[src/hw/rtl/fms_pkg.sv]
// Shared constants, types, twiddle tables and helper functions for the FFT magnitude block.
package fms_pkg;

  localparam int POINTS   = 128;
  localparam int ADDR_W   = $clog2(POINTS);
  localparam int STAGES   = ADDR_W;
  localparam int STAGE_W  = $clog2(STAGES);
  localparam int HALF     = POINTS / 2;
  localparam int QUARTER  = POINTS / 4;
  localparam int GRP_W    = ADDR_W - 1;
  localparam int BINS     = (HALF > 64) ? 64 : HALF;
  localparam int BCNT_W   = $clog2(BINS);

  localparam int SAMPLE_W = 16;
  localparam int DATA_W   = 40;
  localparam int COEF_W   = 18;
  localparam int PROD_W   = DATA_W + COEF_W;
  localparam int BIN_W    = 6;
  localparam int MAG_W    = 23;

  localparam longint unsigned PI_Q30 = 64'd3373259426;

  typedef logic signed [COEF_W-1:0] coef_t;
  typedef logic signed [DATA_W-1:0] data_t;
  typedef coef_t coef_rom_t [HALF];

  typedef enum logic [3:0] {
    S_LOAD,
    S_BF_RD,
    S_BF_MUL,
    S_BF_SUM,
    S_BF_WT,
    S_BF_WB,
    S_MAG_RD,
    S_MAG_GO,
    S_MAG_WAIT,
    S_OUT
  } state_t;

  // Commands from the controller to the datapath.
  typedef struct packed {
    logic              load_we;
    logic [ADDR_W-1:0] load_addr;
    logic              rd_en;
    logic [ADDR_W-1:0] addr_a;
    logic [ADDR_W-1:0] addr_b;
    logic [GRP_W-1:0]  tw_idx;
    logic              mul_en;
    logic              sum_en;
    logic              wr_top;
    logic              wr_bot;
    logic              mag_start;
    logic              out_load;
    logic [BIN_W-1:0]  out_bin;
    logic              out_last;
  } cmd_t;

  // Status from the datapath to the controller.
  typedef struct packed {
    logic mag_busy;
    logic out_free;
  } status_t;

  function automatic logic [ADDR_W-1:0] bit_rev(input logic [ADDR_W-1:0] v);
    logic [ADDR_W-1:0] r;
    for (int i = 0; i < ADDR_W; i++) begin
      r[i] = v[ADDR_W-1-i];
    end
    return r;
  endfunction

  // Shift-and-subtract division; it only runs while the twiddle tables are built.
  function automatic longint unsigned div_u64(input longint unsigned num,
                                              input longint unsigned den);
    longint unsigned quo;
    longint unsigned rest;
    quo  = 0;
    rest = 0;
    for (int i = 63; i >= 0; i--) begin
      rest = (rest << 1) | ((num >> i) & 64'd1);
      if (rest >= den) begin
        rest = rest - den;
        quo  = quo | (64'd1 << i);
      end
    end
    return quo;
  endfunction

  // Q30 Taylor series for an angle in the first quadrant.
  function automatic longint series_q30(input longint unsigned x, input bit sine);
    longint unsigned x2;
    longint unsigned term;
    longint unsigned n;
    longint          sum;
    bit              neg;
    x2   = (x * x) >> 30;
    term = sine ? x : (64'd1 << 30);
    n    = sine ? 64'd1 : 64'd0;
    sum  = longint'(term);
    neg  = 1'b1;
    while (term != 0 && n < 40) begin
      term = div_u64((term * x2) >> 30, (n + 1) * (n + 2));
      n    = n + 2;
      sum  = neg ? sum - longint'(term) : sum + longint'(term);
      neg  = !neg;
    end
    return sum;
  endfunction

  function automatic longint q30_to_q16(input longint v);
    if (v < 0) return 0;
    return (v + 8192) >>> 14;
  endfunction

  function automatic coef_rom_t build_rom(input bit sine);
    coef_rom_t       rom;
    longint unsigned q;
    longint unsigned x;
    longint          val;
    bit              flip;
    for (int p = 0; p < HALF; p++) begin
      q    = longint'(p);
      flip = 1'b0;
      if (p > QUARTER) begin
        q    = longint'(HALF - p);
        flip = 1'b1;
      end
      x   = (2 * PI_Q30 * q + HALF) >> ADDR_W;
      val = q30_to_q16(series_q30(x, sine));
      if (!sine && flip) val = -val;
      rom[p] = COEF_W'(val);
    end
    return rom;
  endfunction

  localparam coef_rom_t COS_ROM = build_rom(1'b0);
  localparam coef_rom_t SIN_ROM = build_rom(1'b1);

endpackage

[src/hw/rtl/fms_ctrl.sv]
// Controller: frame loading, butterfly sequencing and per-bin magnitude sequencing.
module fms_ctrl import fms_pkg::*; (
  input  logic    clk,
  input  logic    rst,
  input  logic    in_valid,
  output logic    in_ready,
  input  status_t status,
  output cmd_t    cmd
);

  state_t              state, state_next;
  logic [ADDR_W-1:0]   load_count, load_count_next;
  logic [STAGE_W-1:0]  stage, stage_next;
  logic [GRP_W-1:0]    grp, grp_next;
  logic [BCNT_W-1:0]   bin, bin_next;

  logic [ADDR_W-1:0] gx, low_mask, k_top, k_bot;
  logic [STAGE_W-1:0] tw_shift;

  // Butterfly g of a stage with span b pairs k and k+b; within a stage the pairs are disjoint.
  always_comb begin
    gx       = ADDR_W'(grp);
    low_mask = (ADDR_W'(1) << stage) - ADDR_W'(1);
    k_top    = ((gx & ~low_mask) << 1) | (gx & low_mask);
    k_bot    = k_top | (ADDR_W'(1) << stage);
    tw_shift = STAGE_W'(STAGES - 1) - stage;
  end

  always_ff @(posedge clk) begin
    if (rst) begin
      state      <= S_LOAD;
      load_count <= '0;
      stage      <= '0;
      grp        <= '0;
      bin        <= '0;
    end else begin
      state      <= state_next;
      load_count <= load_count_next;
      stage      <= stage_next;
      grp        <= grp_next;
      bin        <= bin_next;
    end
  end

  always_comb begin
    state_next      = state;
    load_count_next = load_count;
    stage_next      = stage;
    grp_next        = grp;
    bin_next        = bin;
    in_ready        = 1'b0;
    cmd             = '0;
    cmd.load_addr   = bit_rev(load_count);
    cmd.addr_a      = k_top;
    cmd.addr_b      = k_bot;
    cmd.tw_idx      = GRP_W'((gx & low_mask) << tw_shift);
    cmd.out_bin     = BIN_W'(bin);
    cmd.out_last    = (bin == BCNT_W'(BINS - 1));
    unique case (state)
      S_LOAD: begin
        in_ready = 1'b1;
        if (in_valid) begin
          cmd.load_we     = 1'b1;
          load_count_next = load_count + 1'b1;
          if (load_count == ADDR_W'(POINTS - 1)) begin
            stage_next = '0;
            grp_next   = '0;
            state_next = S_BF_RD;
          end
        end
      end
      S_BF_RD: begin
        cmd.rd_en  = 1'b1;
        state_next = S_BF_MUL;
      end
      S_BF_MUL: begin
        cmd.mul_en = 1'b1;
        state_next = S_BF_SUM;
      end
      S_BF_SUM: begin
        cmd.sum_en = 1'b1;
        state_next = S_BF_WT;
      end
      S_BF_WT: begin
        cmd.wr_top = 1'b1;
        state_next = S_BF_WB;
      end
      S_BF_WB: begin
        cmd.wr_bot = 1'b1;
        grp_next   = grp + 1'b1;
        state_next = S_BF_RD;
        if (grp == GRP_W'(HALF - 1)) begin
          stage_next = stage + 1'b1;
          if (stage == STAGE_W'(STAGES - 1)) begin
            bin_next   = '0;
            state_next = S_MAG_RD;
          end
        end
      end
      S_MAG_RD: begin
        cmd.rd_en  = 1'b1;
        cmd.addr_a = ADDR_W'(bin);
        state_next = S_MAG_GO;
      end
      S_MAG_GO: begin
        cmd.mag_start = 1'b1;
        state_next    = S_MAG_WAIT;
      end
      S_MAG_WAIT: begin
        if (!status.mag_busy) state_next = S_OUT;
      end
      S_OUT: begin
        if (status.out_free) begin
          cmd.out_load = 1'b1;
          if (bin == BCNT_W'(BINS - 1)) begin
            state_next = S_LOAD;
          end else begin
            bin_next   = bin + 1'b1;
            state_next = S_MAG_RD;
          end
        end
      end
      default: state_next = S_LOAD;
    endcase
  end

endmodule
[config.mk]
export PLATFORM = sky130hd
export DESIGN_NAME = fms_ctrl
export DESIGN_NICKNAME = d
export VERILOG_FILES = /design/src/hw/rtl/fms_pkg.sv /design/src/hw/rtl/fms_ctrl.sv
export SDC_FILE = /design/constraint.sdc
export NUM_CORES = 1
export LEC_CHECK = 0
export ABC_AREA = 1
export BUFFER_PORTS_ARGS = -buffer_cell sky130_fd_sc_hd__buf_2
export CORE_MARGIN = 2
export CORE_UTILIZATION = 35
export CTS_CLUSTER_DIAMETER = 60
export DETAILED_ROUTE_END_ITERATION = 16
export GPL_TIMING_DRIVEN = 0
export HOLD_SLACK_MARGIN = 0.05
export SLEW_MARGIN = 0
export SYNTH_ARGS = -nofsm -noshare
export SYNTH_HDL_FRONTEND = slang
export SYNTH_SLANG_ARGS = --single-unit
[constraint.sdc]
create_clock -name clk -period 3.1 [get_ports clk]
set_input_delay 0.465 -clock clk [delete_from_list [all_inputs] [get_ports clk]]
set_output_delay 0.465 -clock clk [all_outputs]
set_load 0.02 [all_outputs]
### Word level (Yosys, flattened, before mapping)

Cells that the tools add are included.

* add/sub/neg operators: 6
* eq/ne operators: 20
* shifts and indexed selects: 2
* muxes and demuxes: 32
* bitwise logic cells: 5
* reduce and logical (&&, ||, !) cells: 9

Operator list (count)
* one-hot mux 4 bit (10 select lines): 1
* 2-to-1 mux 6 bit: 6
* one-hot mux 6 bit (2 select lines): 2
* 2-to-1 mux 3 bit: 6
* equality test 4 x 3 -> 1 bit (second input constant): 4
* 2-to-1 mux 4 bit: 4
* inequality test 2 bit (second input constant): 7
* OR 7 bit: 2
* adder 6 x 1 -> 6 bit (second input constant): 2
* equality test 6 bit (second input constant): 2
* 2-to-1 mux 1 bit: 11
* equality test 4 x 2 -> 1 bit (second input constant): 2
* equality test 4 bit (second input constant): 2
* AND reduction 4 bit: 2
* adder 7 x 1 -> 7 bit (second input constant): 1
* bitwise AND 6 x 7 -> 7 bit: 1
* equality test 7 bit (second input constant): 1
* 2-to-1 mux 7 bit: 1
* left shift 1 x 3 -> 7 bit (first input constant): 1
* left shift 7 x 3 -> 6 bit: 1
* subtractor 7 x 2 -> 7 bit (second input constant): 1
* bitwise AND 6 bit: 1
* NOT 6 bit: 1
* one-hot mux 3 bit (2 select lines): 1
* 10 further kinds: 11

* flip-flop bits (word level): 26
* input port bits: 5
* output and inout port bits: 43
* logic and storage cells: 79

### Logic depth before layout (Yosys ltp)

* depth after elaboration: 6
* mapped depth: 13

### Worst setup path before layout

No wires, ideal clock.

* path kind: register to output
* start point: reg stage[0]
* end point: out cmd[28] in the netlist's numbering
* arrival: 2117 ps
* required time: 2635 ps
* setup slack: 518 ps
* cell stages (with the launch flop): 11
* cells stage by stage: dfxtp_1 -> buf_2 -> clkinv_1 -> ha_1 -> nand2_4 -> ha_1 -> xnor2_1 -> nand2_1 -> nand2_1 -> inv_1 -> o21ai_0

RTL lines
* start: declaration: line fms_ctrl.sv:13 `logic [STAGE_W-1:0] stage, stage_next;`
* start signal: assignment: line fms_ctrl.sv:39 `stage <= stage_next;`
* end: declaration: line fms_ctrl.sv:8 `output cmd_t cmd`

==> qor.yml <==
power_and_ir_drop:
  reported_leakage_power_nw: 1.25
  vdd_drop_max_v: 0.000157
  cellPowerDensity_mw_per_mm2: 258
timing:
  final.min_clock_period_ns: 2.87
  setup-violations-final: 0
  maxClockFrequency_mhz: 348
  slew_viol_final: 0
  finalHoldViolations: 0
  finalCritPeriodShare_pct: 92.7
  rsz0062_at_grt: "false"
  skew_ns: 0.00379
  worst_pin_slew_ns: 0.512
  finalSetupTns_ns: 0
  maxSlewHeadroom_pct: 65.9
grt:
  grt_pass1_vias: 1964
  gr-usage-all-layers_pct: 16.2
  grt_peak_use_layer: "met2"
  grt_antenna_before_repair: 0
  met3_global_route_usage_pct: 1.98
  grt_max_degree: 16
  grt.met2_usage_pct: 27.9
  grt_first_pass_wirelength_um: 8720
  gr-total-overflow: 0
  global_route.usage.met1_pct: 22.4
logic_synthesis:
  netlist_instances: 332
  syn_nets: 348
  syn_avg_cell_area_um2: 6.37
  yosysWarnings: 0
  flops_latches_synth: 26
  syn-cell-area_mm2: 0.00211
  seq_area_frac_synth_pct: 24.6
  count_of_cell_types_in_the_netlist: 38
worst_setup_path:
  critPathKind: "register to primary output"
  timing.critical_path.mode_cell: "sky130_fd_sc_hd__nand2_1"
  max_stage_delay_ns: 0.35
  critical_path.endpoint_type: "primary output"
  timing.critical_path.cells: "clkbuf_4, inv_4, ha_1, nand2_4, ha_1, xnor2_1, nand2_1, nand2_1, nand3_1, nand2_1, inv_1, a21oi_2, buf_2"
  timing.critical_path.arrival_ns: 2.41
  timing.reg2reg.setup_slack_ns: 1.34
  startpoint_class_of_the_critical_path: "register"
  cp_max_fo: 10
  worst-endpoint-required_ns: 2.63
  cell_with_the_biggest_individual_delay_on_the_critical_path: "sky130_fd_sc_hd__dfxtp_2"
routing:
  first_pass_iters: 4
  via_count: 2174
  antenna_left: 0
  wire_per_inst_um: 11.3
  detail_route.iter0.violations: 85
  totalWireLength_um: 5150
  post-route-drc-count: 0
  detail_route.vias_per_cell: 4.76
layout:
  synthToLayoutAreaGrowth_pct: 19.0
  final_util_pct: 42.7
  antenna_cells_inserted: 0
  drive_gt1_share_pct: 24.3
  nets: 399
cts:
  clk_pin_slew_ns: 0.09
  clock_tree.htree_level_count: 1
  postCtsSetupBuffers: 0
  tritoncts: "yes"
  clockBufferDepth: 2
  clock_tree.root_cell: "sky130_fd_sc_hd__clkbuf_8"
  tritoncts_buffers: 3
  clock-sinks: 26
  clock_latency_ns: 0.27
die:
  top_level_ports: 48
  dieArea_mm2: 0.00668
  dieWidth_um: 81.7
  num_rows: 28
  design.core.area_mm2: 0.00589
  starting_density_pct: 35.9
  die_h_um: 81.7
hold_path:
  hold_crit_class: "register to register"
job:
  drv.max_cap_violation_count: 0
placed_design:
  numPortBuffers: 46
  dp_hpwl_um: 4180
  routabilityCongestion: 0.820
status:
  status: "finished, final reports clean"
==> cell type report <==
cell class	instances	area (um2)
plain buffers	6	35.0
flip-flops and latches	26	522
clock buffers	3	41.3
well taps	75	93.8
clock inverters	1	30.0
multi-input cells	240	1330
inverters	60	233
repair buffers	46	230
fillers	663	3370
==> final timing paths <==
| check | from | end | cells after the start |
|---|---|---|---|
| worst min-delay path | load_count[6] | load_count[6] | 2 |
| worst max register to register | stage[0] | bin[1] | 10 |
| worst min register to register | load_count[6] | load_count[6] | 2 |
| worst max-delay path | stage[0] | cmd[18] | 13 |
==> Yosys cell counts <==
library cell               instances  area, um2
sky130_fd_sc_hd__nand2_4           6       67.6
sky130_fd_sc_hd__a21oi_2           2       17.5
sky130_fd_sc_hd__nor3_4            1       16.3
sky130_fd_sc_hd__and2_1            2       12.5
sky130_fd_sc_hd__dfxtp_1          26        521
sky130_fd_sc_hd__o211ai_1          2       15.0
sky130_fd_sc_hd__nor2_1           24       90.1
sky130_fd_sc_hd__xnor2_1           1       8.76
sky130_fd_sc_hd__nand3_2           2       20.0
sky130_fd_sc_hd__buf_6             1       11.3
sky130_fd_sc_hd__o311ai_0          1       8.76
sky130_fd_sc_hd__o21ai_2           1       8.76
sky130_fd_sc_hd__nor2_8            1       20.0
sky130_fd_sc_hd__inv_6             1       8.76
sky130_fd_sc_hd__nand2_1          76        285
sky130_fd_sc_hd__buf_1             1       3.75
sky130_fd_sc_hd__nand4_1           9       56.3
sky130_fd_sc_hd__nor2_4            4       45.0
sky130_fd_sc_hd__ha_1             11        138
sky130_fd_sc_hd__o21ai_0          16       80.1
sky130_fd_sc_hd__buf_2             2       10.0
sky130_fd_sc_hd__or2_1             2       12.5
sky130_fd_sc_hd__o21a_1            1       7.51
sky130_fd_sc_hd__o21ai_1           5       25.0
sky130_fd_sc_hd__nand2_2           4       25.0
sky130_fd_sc_hd__clkinv_1          1       3.75
sky130_fd_sc_hd__inv_2             9       33.8
sky130_fd_sc_hd__nor4_1            1       6.26
sky130_fd_sc_hd__o22ai_1           1       6.26
sky130_fd_sc_hd__xor2_1            3       26.3
sky130_fd_sc_hd__inv_1            49        184
sky130_fd_sc_hd__nor3_1            9       45.0
sky130_fd_sc_hd__clkbuf_1          2       7.51
sky130_fd_sc_hd__o31ai_1           1       7.51
sky130_fd_sc_hd__nand3_1          22        110
sky130_fd_sc_hd__a21oi_1          25        125
sky130_fd_sc_hd__or2_2             2       12.5
sky130_fd_sc_hd__nor2_2            5       31.3
==> cell families after synthesis <==
| kind of cell | count (synthesis) | share of synthesized area [%] |
|---|---|---|
| AND/OR/NAND/NOR | 170 | 40.5 |
| buffers and inverters | 66 | 12.4 |
| AO/OA/AOI/OAI | 55 | 14.3 |
| flip-flops | 26 | 24.6 |
| adder cells (fa/ha/maj) | 11 | 6.51 |
| XOR/XNOR | 4 | 1.66 |
==> sequential cells by signal, summed over array words and instances (netlist names) <==
signal      flops
bin             6
grp             6
load_count      7
stage           3
state           4
==> power breakdown <==
group	switching, mW	internal, mW	leakage, nW
sequential	0.00224	0.336	0.210
combinational	0.0199	0.00822	1.00
clock	0.110	0.173	0.0357
total	0.132	0.517	1.25
==> critical path, delay by kind of cell, from the launching register on <==
kind | cells | cell delay (ns)
buf+inv | 4 | 0.51
fa+ha+maj | 2 | 0.46
simple gates | 5 | 0.43
flops | 1 | 0.35
xor+xnor | 1 | 0.28
compound gates | 1 | 0.09
==> metal layers <==
layer  share of wire, %  routed length (um)
met1                 51                2620
met2                 46                2350
met3                3.1                 160
met4               0.47                  24
met5                  0                   0
==> metrics by stage <==
stage | cells | worst slack, ns | total power [mW] | hold WS, ns | instance area (um2)
after detailed placement | 453 | 0.241 | 0.375 | 0.489 | 2440
after global placement | 453 | 0.238 | 0.374 | 0.472 | 2440
after global routing | 457 | 0.00961 | 0.678 | 0.528 | 2510
after floorplan | 332 | 0.518 | 0.364 | 0.467 | 2110
after CTS | 457 | 0.0876 | 0.664 | 0.505 | 2510
final | 457 | 0.227 | 0.649 | 0.498 | 2510
==> what timing repair did <==
| item | in CTS | in global routing |
|---|---|---|
| endpoints found under the setup margin | 3 | 8 |
| gates resized for setup | 1 | 3 |
| hold buffers | 0 | 0 |
| pin swaps | 0 | 0 |
==> cell usage in the layout (no fill, tap or decap), drive strengths merged <==
master  count
o31ai       1
o311ai      1
o21ai      22
bufinv      1
ha         11
buf        49
nand2      86
xor2        3
a21oi      27
nand3      24
inv        60
nor4        1
clkbuf      6
xnor2       1
o211ai      2
and2        2
or2         4
nor2       34
nand4       9
dfxtp      26
o22ai       1
o21a        1
nor3       10
Power figures use the tool's default switching activity.
